[src/sv/cpfm_pkg.sv]
// Shared types and constants of the capture period frequency meter.
// Used by the front end, back end, top level and checker; depends on nothing.
package cpfm_pkg;

    localparam int MODE_W     = 2;
    localparam int CAP_W      = 16;
    localparam int FREQ_W     = 24;
    localparam int LOST_W     = 16;
    localparam int MOD_W      = 16;
    localparam int TOL_W      = 8;
    localparam int CFG_IDX_W  = 2;
    localparam int CFG_DATA_W = 24;
    localparam int CMD_W      = 2;

    // Input modes.
    localparam logic [MODE_W-1:0] MODE_CAPTURE = 2'd0;
    localparam logic [MODE_W-1:0] MODE_READ    = 2'd2;

    // Configuration register indexes.
    localparam logic [CFG_IDX_W-1:0] CFG_MODULUS   = 2'd0;
    localparam logic [CFG_IDX_W-1:0] CFG_NUMERATOR = 2'd1;
    localparam logic [CFG_IDX_W-1:0] CFG_TOLERANCE = 2'd2;

    localparam logic [MOD_W-1:0]  MODULUS_RESET   = 16'hFFFF;
    localparam logic [FREQ_W-1:0] NUMERATOR_RESET = 24'd1562500;
    localparam logic [TOL_W-1:0]  TOLERANCE_RESET = 8'd5;
    localparam logic [LOST_W-1:0] LOST_MAX        = 16'hFFFF;

    // Commands passed from the front end to the back end.
    localparam logic [CMD_W-1:0] CMD_REPORT = 2'd0;
    localparam logic [CMD_W-1:0] CMD_READ   = 2'd1;
    localparam logic [CMD_W-1:0] CMD_PERIOD = 2'd2;

    typedef struct packed {
        logic [MODE_W-1:0] mode;
        logic [CAP_W-1:0]  capture_value;
    } sample_t;

    typedef struct packed {
        logic [FREQ_W-1:0] frequency;
        logic              freq_stable;
        logic              meas_ready;
        logic [LOST_W-1:0] lost_count;
    } result_t;

endpackage

[src/sv/cpfm_front.sv]
// Front end: pairs capture edges, forms the period and classifies each item.
// Depends on cpfm_pkg.
module cpfm_front #(
    parameter int COUNT_WIDTH = 16
) (
    input  logic                           clk,
    input  logic                           rst_n,
    input  cpfm_pkg::sample_t              sample,
    input  logic                           accept,
    input  logic [cpfm_pkg::MOD_W-1:0]     counter_modulus,
    output logic [cpfm_pkg::CMD_W-1:0]     cmd,
    output logic [COUNT_WIDTH:0]           period
);
    import cpfm_pkg::*;

    localparam int PW = COUNT_WIDTH + 1;
    localparam int SW = (PW > MOD_W) ? PW : MOD_W;

    logic                   edge_phase_reg;
    logic                   edge_phase_next;
    logic [COUNT_WIDTH-1:0] first_count_reg;
    logic [COUNT_WIDTH-1:0] first_count_next;
    logic [COUNT_WIDTH-1:0] cap;
    logic                   wrap;
    logic [SW-1:0]          span;

    always_comb
    begin
        cap  = COUNT_WIDTH'(sample.capture_value);
        wrap = cap < first_count_reg;
        // Arithmetic is modulo the period width, as a too small modulus wraps.
        span = SW'(cap) - SW'(first_count_reg) + (wrap ? SW'(counter_modulus) : SW'(0));
        period = span[PW-1:0];

        case (sample.mode)
            MODE_CAPTURE: cmd = edge_phase_reg ? CMD_PERIOD : CMD_REPORT;
            MODE_READ:    cmd = CMD_READ;
            default:      cmd = CMD_REPORT;
        endcase

        edge_phase_next  = edge_phase_reg;
        first_count_next = first_count_reg;
        if (accept && (sample.mode == MODE_CAPTURE))
        begin
            edge_phase_next = !edge_phase_reg;
            if (!edge_phase_reg)
            begin
                first_count_next = cap;
            end
        end
    end

    always_ff @(posedge clk or negedge rst_n)
    begin
        if (!rst_n)
        begin
            edge_phase_reg  <= 1'b0;
            first_count_reg <= '0;
        end
        else
        begin
            edge_phase_reg  <= edge_phase_next;
            first_count_reg <= first_count_next;
        end
    end

endmodule

[src/sv/cpfm_queue.sv]
// Small command queue between the front end and the back end.
// Generic storage; depends on nothing.
module cpfm_queue #(
    parameter int DATA_W = 19,
    parameter int DEPTH  = 4
) (
    input  logic              clk,
    input  logic              rst_n,
    input  logic              push,
    input  logic [DATA_W-1:0] push_data,
    output logic              full,
    input  logic              pop,
    output logic [DATA_W-1:0] pop_data,
    output logic              empty
);
    localparam int AW = (DEPTH > 1) ? $clog2(DEPTH) : 1;
    localparam int CW = $clog2(DEPTH + 1);

    logic [DATA_W-1:0] mem_reg [DEPTH];
    logic [AW-1:0]     wr_ptr_reg;
    logic [AW-1:0]     wr_ptr_next;
    logic [AW-1:0]     rd_ptr_reg;
    logic [AW-1:0]     rd_ptr_next;
    logic [CW-1:0]     count_reg;
    logic [CW-1:0]     count_next;
    logic              do_push;
    logic              do_pop;

    always_comb
    begin
        full     = count_reg == CW'(DEPTH);
        empty    = count_reg == '0;
        do_push  = push && !full;
        do_pop   = pop && !empty;
        pop_data = mem_reg[rd_ptr_reg];

        wr_ptr_next = wr_ptr_reg;
        rd_ptr_next = rd_ptr_reg;
        count_next  = count_reg;
        if (do_push)
        begin
            wr_ptr_next = (wr_ptr_reg == AW'(DEPTH - 1)) ? '0 : wr_ptr_reg + AW'(1);
        end
        if (do_pop)
        begin
            rd_ptr_next = (rd_ptr_reg == AW'(DEPTH - 1)) ? '0 : rd_ptr_reg + AW'(1);
        end
        if (do_push && !do_pop)
        begin
            count_next = count_reg + CW'(1);
        end
        else if (do_pop && !do_push)
        begin
            count_next = count_reg - CW'(1);
        end
    end

    always_ff @(posedge clk)
    begin
        if (do_push)
        begin
            mem_reg[wr_ptr_reg] <= push_data;
        end
    end

    always_ff @(posedge clk or negedge rst_n)
    begin
        if (!rst_n)
        begin
            wr_ptr_reg <= '0;
            rd_ptr_reg <= '0;
            count_reg  <= '0;
        end
        else
        begin
            wr_ptr_reg <= wr_ptr_next;
            rd_ptr_reg <= rd_ptr_next;
            count_reg  <= count_next;
        end
    end

endmodule

[src/sv/cpfm_back.sv]
// Back end: stability test, measurement flags, bit-serial frequency divider
// and the result register. Depends on cpfm_pkg.
module cpfm_back #(
    parameter int COUNT_WIDTH = 16
) (
    input  logic                            clk,
    input  logic                            rst_n,
    input  logic                            cmd_valid,
    output logic                            cmd_pop,
    input  logic [cpfm_pkg::CMD_W-1:0]      cmd,
    input  logic [COUNT_WIDTH:0]            period,
    input  logic [cpfm_pkg::FREQ_W-1:0]     freq_numerator,
    input  logic [cpfm_pkg::TOL_W-1:0]      period_tolerance,
    output cpfm_pkg::result_t               result,
    output logic                            empty,
    input  logic                            pop
);
    import cpfm_pkg::*;

    localparam int PW        = COUNT_WIDTH + 1;
    localparam int DIV_STEPS = FREQ_W;
    localparam int STEP_W    = $clog2(DIV_STEPS + 1);

    localparam logic STATE_IDLE = 1'b0;
    localparam logic STATE_DIV  = 1'b1;

    logic              state_reg,    state_next;
    logic [PW-1:0]     prev_reg,     prev_next;
    logic [FREQ_W-1:0] freq_reg,     freq_next;
    logic              stable_reg,   stable_next;
    logic              ready_reg,    ready_next;
    logic [LOST_W-1:0] lost_reg,     lost_next;
    logic              out_valid_reg, out_valid_next;
    result_t           out_data_reg, out_data_next;
    logic [PW-1:0]     rem_reg,      rem_next;
    logic [FREQ_W-1:0] quo_reg,      quo_next;
    logic [PW-1:0]     divisor_reg,  divisor_next;
    logic [STEP_W-1:0] step_reg,     step_next;

    logic              slot_free;
    logic [PW-1:0]     diff;
    logic              in_tol;
    logic [PW:0]       shifted;
    logic [PW:0]       trial;
    logic              fits;
    logic [FREQ_W-1:0] quo_shifted;

    always_comb
    begin
        slot_free = !out_valid_reg || pop;
        cmd_pop   = (state_reg == STATE_IDLE) && cmd_valid && slot_free;
        diff      = (period >= prev_reg) ? (period - prev_reg) : (prev_reg - period);
        in_tol    = diff <= PW'(period_tolerance);

        // One quotient bit per cycle, restoring division.
        shifted     = {rem_reg, quo_reg[FREQ_W-1]};
        trial       = shifted - {1'b0, divisor_reg};
        fits        = shifted >= {1'b0, divisor_reg};
        quo_shifted = {quo_reg[FREQ_W-2:0], fits};

        state_next     = state_reg;
        prev_next      = prev_reg;
        freq_next      = freq_reg;
        stable_next    = stable_reg;
        ready_next     = ready_reg;
        lost_next      = lost_reg;
        out_valid_next = out_valid_reg && !pop;
        out_data_next  = out_data_reg;
        rem_next       = rem_reg;
        quo_next       = quo_reg;
        divisor_next   = divisor_reg;
        step_next      = step_reg;

        case (state_reg)
            STATE_IDLE:
            begin
                if (cmd_pop)
                begin
                    case (cmd)
                        CMD_READ:
                        begin
                            out_data_next  = '{freq_reg, stable_reg, ready_reg, lost_reg};
                            out_valid_next = 1'b1;
                            ready_next     = 1'b0;
                        end
                        CMD_PERIOD:
                        begin
                            stable_next = in_tol;
                            prev_next   = period;
                            if (ready_reg)
                            begin
                                if (lost_reg != LOST_MAX)
                                begin
                                    lost_next = lost_reg + LOST_W'(1);
                                end
                            end
                            else
                            begin
                                ready_next = 1'b1;
                                lost_next  = '0;
                            end
                            if (in_tol && (period != '0))
                            begin
                                state_next   = STATE_DIV;
                                rem_next     = '0;
                                quo_next     = freq_numerator;
                                divisor_next = period;
                                step_next    = '0;
                            end
                            else
                            begin
                                out_data_next  = '{freq_reg, in_tol, ready_next, lost_next};
                                out_valid_next = 1'b1;
                            end
                        end
                        default:
                        begin
                            out_data_next  = '{freq_reg, stable_reg, ready_reg, lost_reg};
                            out_valid_next = 1'b1;
                        end
                    endcase
                end
            end
            STATE_DIV:
            begin
                rem_next  = fits ? trial[PW-1:0] : shifted[PW-1:0];
                quo_next  = quo_shifted;
                step_next = step_reg + STEP_W'(1);
                // The result slot was free when the division started and stays free.
                if (step_reg == STEP_W'(DIV_STEPS - 1))
                begin
                    state_next     = STATE_IDLE;
                    freq_next      = quo_shifted;
                    out_data_next  = '{quo_shifted, stable_reg, ready_reg, lost_reg};
                    out_valid_next = 1'b1;
                end
            end
            default:
            begin
                state_next = STATE_IDLE;
            end
        endcase

        empty  = !out_valid_reg;
        result = out_data_reg;
    end

    always_ff @(posedge clk)
    begin
        out_data_reg <= out_data_next;
        rem_reg      <= rem_next;
        quo_reg      <= quo_next;
        divisor_reg  <= divisor_next;
    end

    always_ff @(posedge clk or negedge rst_n)
    begin
        if (!rst_n)
        begin
            state_reg     <= STATE_IDLE;
            prev_reg      <= '0;
            freq_reg      <= '0;
            stable_reg    <= 1'b0;
            ready_reg     <= 1'b0;
            lost_reg      <= '0;
            out_valid_reg <= 1'b0;
            step_reg      <= '0;
        end
        else
        begin
            state_reg     <= state_next;
            prev_reg      <= prev_next;
            freq_reg      <= freq_next;
            stable_reg    <= stable_next;
            ready_reg     <= ready_next;
            lost_reg      <= lost_next;
            out_valid_reg <= out_valid_next;
            step_reg      <= step_next;
        end
    end

endmodule

[src/sv/capture_period_frequency_meter.sv]
// Capture period frequency meter, top level.
// Holds the configuration registers and joins front end, queue and back end.
// Depends on cpfm_pkg, cpfm_front, cpfm_queue and cpfm_back.
//
// Input channel: an item on sample is taken at a clock edge with push high
// and full low. Mode capture feeds edges in pairs; the closing edge of a pair
// yields a period measurement. Mode read returns the state and clears ready.
// Result channel: while empty is low the oldest result is on result and
// leaves at an edge with pop high. Every input item gives exactly one result.
// Configuration: cfg_ready is always high; cfg_index selects the modulus,
// numerator or tolerance register. Write only while the block is idle.
// Items without a division pass through the command queue into the result
// register; a stable nonzero period also runs the bit-serial divider (one
// quotient bit a cycle) before its result is registered.
// Other items go through at one per cycle while no division runs and the
// result slot is free. A four-entry command queue lets inputs keep arriving
// while the divider runs or the receiver stalls; full rises with four queued.
// Reset clears the pairing phase, flags, counters and command queue and loads the
// registers with their default values.
module capture_period_frequency_meter #(
    parameter int COUNT_WIDTH = 16
) (
    input  logic                               clk,
    input  logic                               rst_n,
    input  logic                               push,
    output logic                               full,
    input  cpfm_pkg::sample_t                  sample,
    input  logic                               pop,
    output logic                               empty,
    output cpfm_pkg::result_t                  result,
    input  logic                               cfg_valid,
    output logic                               cfg_ready,
    input  logic [cpfm_pkg::CFG_IDX_W-1:0]     cfg_index,
    input  logic [cpfm_pkg::CFG_DATA_W-1:0]    cfg_data
);
    import cpfm_pkg::*;

    localparam int QUEUE_DEPTH = 4;
    localparam int QDATA_W     = CMD_W + COUNT_WIDTH + 1;

    logic [MOD_W-1:0]   modulus_reg,   modulus_next;
    logic [FREQ_W-1:0]  numerator_reg, numerator_next;
    logic [TOL_W-1:0]   tolerance_reg, tolerance_next;

    logic               accept;
    logic [CMD_W-1:0]   front_cmd;
    logic [COUNT_WIDTH:0] front_period;
    logic [QDATA_W-1:0] q_pop_data;
    logic               q_empty;
    logic               q_pop;

    always_comb
    begin
        cfg_ready      = 1'b1;
        modulus_next   = modulus_reg;
        numerator_next = numerator_reg;
        tolerance_next = tolerance_reg;
        if (cfg_valid)
        begin
            case (cfg_index)
                CFG_MODULUS:   modulus_next   = cfg_data[MOD_W-1:0];
                CFG_NUMERATOR: numerator_next = cfg_data[FREQ_W-1:0];
                CFG_TOLERANCE: tolerance_next = cfg_data[TOL_W-1:0];
                default:       ;
            endcase
        end
        accept = push && !full;
    end

    always_ff @(posedge clk or negedge rst_n)
    begin
        if (!rst_n)
        begin
            modulus_reg   <= MODULUS_RESET;
            numerator_reg <= NUMERATOR_RESET;
            tolerance_reg <= TOLERANCE_RESET;
        end
        else
        begin
            modulus_reg   <= modulus_next;
            numerator_reg <= numerator_next;
            tolerance_reg <= tolerance_next;
        end
    end

    cpfm_front #(
        .COUNT_WIDTH (COUNT_WIDTH)
    ) u_front (
        .clk             (clk),
        .rst_n           (rst_n),
        .sample          (sample),
        .accept          (accept),
        .counter_modulus (modulus_reg),
        .cmd             (front_cmd),
        .period          (front_period)
    );

    cpfm_queue #(
        .DATA_W (QDATA_W),
        .DEPTH  (QUEUE_DEPTH)
    ) u_queue (
        .clk       (clk),
        .rst_n     (rst_n),
        .push      (accept),
        .push_data ({front_cmd, front_period}),
        .full      (full),
        .pop       (q_pop),
        .pop_data  (q_pop_data),
        .empty     (q_empty)
    );

    cpfm_back #(
        .COUNT_WIDTH (COUNT_WIDTH)
    ) u_back (
        .clk              (clk),
        .rst_n            (rst_n),
        .cmd_valid        (!q_empty),
        .cmd_pop          (q_pop),
        .cmd              (q_pop_data[QDATA_W-1 -: CMD_W]),
        .period           (q_pop_data[COUNT_WIDTH:0]),
        .freq_numerator   (numerator_reg),
        .period_tolerance (tolerance_reg),
        .result           (result),
        .empty            (empty),
        .pop              (pop)
    );

endmodule

[config.mk]
export PLATFORM = sky130hd
export DESIGN_NAME = capture_period_frequency_meter
export DESIGN_NICKNAME = d
export VERILOG_FILES = /design/src/sv/cpfm_pkg.sv /design/src/sv/cpfm_front.sv /design/src/sv/cpfm_queue.sv /design/src/sv/cpfm_back.sv /design/src/sv/capture_period_frequency_meter.sv
export SDC_FILE = /design/constraint.sdc
export NUM_CORES = 1
export LEC_CHECK = 0
export ABC_AREA = 1
export BUFFER_PORTS_ARGS = -buffer_cell sky130_fd_sc_hd__buf_2
export CORE_MARGIN = 2
export CORE_UTILIZATION = 55
export DETAILED_ROUTE_END_ITERATION = 12
export PLACE_DENSITY = 0.71
export SKIP_CTS_REPAIR_TIMING = 1
export SYNTH_ARGS = -nofsm -noshare
export SYNTH_HDL_FRONTEND = slang
export SYNTH_SLANG_ARGS = --single-unit
[constraint.sdc]
create_clock -name clk -period 6.7 [get_ports clk]
set_clock_uncertainty 0.2 [all_clocks]
set_input_delay 0.335 -clock clk [delete_from_list [all_inputs] [get_ports clk]]
set_output_delay 0.335 -clock clk [all_outputs]
set_load 0.03 [all_outputs]
==> flow_metrics.tcl <==
set metrics [dict create \
    fmax_mhz 170 \
    wirelength_um 40400 \
    clkTransAtPathRegs_ps 60 \
    cp-start-kind "flop" \
    numCtsBuffers 35 \
    synth_top_area_cell "edfxtp_1" \
    min_period_ps 5870 \
    cts_tree "built" \
    synthesis.nets 2175 \
    htreeDepth 2 \
    rsz0062_at_grt "false" \
    io_pins 94 \
    overflow 0 \
    yosys_warnings 0 \
    grt_pass1_wl_um 64700 \
    multi_input_area_um2 7300 \
    drtAntennaViolNets 0 \
    reg2reg_slack_ps 830 \
    finalNetCount 2301 \
    ys_seq_elements 314 \
    drc_errors 0 \
    synthFlopType "edfxtp_1" \
    topRoutingLayerUsed "met4" \
    num_vias 13600 \
    required_ps 6710 \
    status "finished, final reports clean" \
    root_buffer "clkbuf_16" \
    fill_cells 2616 \
    wl_met2_um 19400 \
    crit_fanout 25 \
    place_hpwl_um 28900 \
    die_area_um2 33200 \
    drv_cap 0 \
    drt_iter0_markers 996 \
    clock_latency_ps 520 \
    largest_register_ffs 76 \
    crit_type "flop to flop" \
    cp_slowest_cell "ha_1" \
    start_util_pct 55.6 \
    place.gp.congestion 0.896 \
    worst_slew_pin_slew_ps 1070 \
    syn_area_per_cell_um2 8.70 \
    async_reset_ff_share_pct 43.9 \
    max_slew_margin_pct 28.3 \
    area_growth_pct 13.7 \
    clock_sinks 314 \
    fin_tns_setup_ps 0 \
    antenna_found_initial 0 \
    clock_path_buffers 3 \
    antenna_cells 0 \
    synth_cells 2007 \
    period_share_pct 87.6 \
    num_rows 65 \
    drv_slew 0 \
    hold_violations 0 \
    seqCellArea_um2 8780 \
    arrival_ps 5880 \
    core_area_um2 31400 \
    fp.dieH_um 182 \
    grt_util_all_layers_pct 24.3 \
    drive_gt1_share_pct 11.1 \
    slowest_delay_ps 430 \
    die_w_um 182 \
    grt_pass1_vias 12900 \
    wl_per_cell_um 15.8 \
    vias_per_cell 5.30 \
    dr.pass1.iters 5 \
    netlist_area_um2 17500 \
    hp-class "input pin to flop" \
    synthDistinctLibCells 56 \
    synth_top_cells_by_area "edfxtp_1 30%, dfrtp_1 15%, nand2_1 14%" \
    drt-met1-wl_um 17700 \
    critPathMostFrequentCell "nand2_1" \
    io_buffers 92 \
    end_kind "flop" \
    grt_max_degree 86 \
    wl_met3_um 2190 \
    synth_edf_count 176 \
    yosysSeqAreaShare_pct 50.3 \
    setup_viol 0 \
    yosys.area.top_type_share_pct 30.3 \
    whs_ps 6.29 \
]
## cell usage after synthesis, types with 24 or more instances
master	number
edfxtp_1	176
clkbuf_1	43
dfrtp_1	108
a21oi_1	119
o21ai_0	158
inv_1	289
xor2_1	24
nand2_1	634
ha_1	99
dfstp_2	30
nand3_1	66
nor2_1	79
## final cells by class
type | instances | share of cell area (%)
timing repair buffer | 149 | 5.09
inverter | 300 | 5.69
multi-input combinational | 1333 | 36.8
clock buffer | 47 | 4.94
sequential | 314 | 44.2
clock inverter | 16 | 0.756
tap | 402 | 2.53
## final timing paths
| kind | from | to | cells after the start |
|---|---|---|---|
| max in group asynchronous | rst_n | numerator_reg[4] | 3 |
| worst max-delay path | u_queue.rd_ptr_reg[0] | u_back.rem_reg[10] | 29 |
| worst min-delay path | sample[16] | u_queue.mem_reg[0][18] | 2 |
| worst min register to register | u_back.freq_reg[14] | u_back.freq_reg[14] | 2 |
| min in group asynchronous | rst_n | u_back.prev_reg[14] | 2 |
| worst max register to register | u_queue.rd_ptr_reg[0] | u_back.rem_reg[10] | 29 |
## cells by family after synthesis
family          count (synthesis)  share of synthesized area (%)
compound gates                322                           9.82
xor+xnor                       44                           2.21
buf+inv                       360                           8.06
fa+ha+maj                     119                           9.39
simple gates                  837                           19.6
other cells                     1                         0.0215
flops                         314                           50.3
mux                            10                          0.638
## through the flow
step	worst slack, ps	cells	cell area, um^2	utilization [%]
detailed placement	638	2457	18300	58.3
finish	832	2561	19800	63.2
global placement	949	2457	18300	58.3
global route	235	2561	19800	63.2
floorplan	1200	2007	17500	-
CTS	601	2520	19400	61.9
## worst max-delay path: cells and delay by family (launching register included)
kind,cells,cell delay [ps]
buf+inv,7,1140
xor+xnor,1,120
compound gates,3,580
fa+ha+maj,2,720
simple gates,16,2360
flops,1,370
## layout by cell type, fill, tap and decap left out, types with 24 or more instances in the layout
| cell type | count |
|---|---|
| dfstp_2 | 30 |
| dfrtp_1 | 108 |
| nand2_1 | 632 |
| xor2_1 | 24 |
| edfxtp_1 | 176 |
| ha_1 | 99 |
| buf_2 | 91 |
| inv_1 | 289 |
| o21ai_0 | 158 |
| dlygate4sd3_1 | 41 |
| nor2_1 | 78 |
| clkbuf_16 | 35 |
| nand3_1 | 66 |
| a21oi_1 | 119 |
## metal layers
metal	vias up	global-route usage (%)
met1	6414	33.0
met3	68	2.71
met4	0	7.68
met5	-	0
li1	6748	-
met2	353	41.1
Power is not shown: default switching activity piles up to over one toggle a cycle in this logic, so the estimate is an artifact.
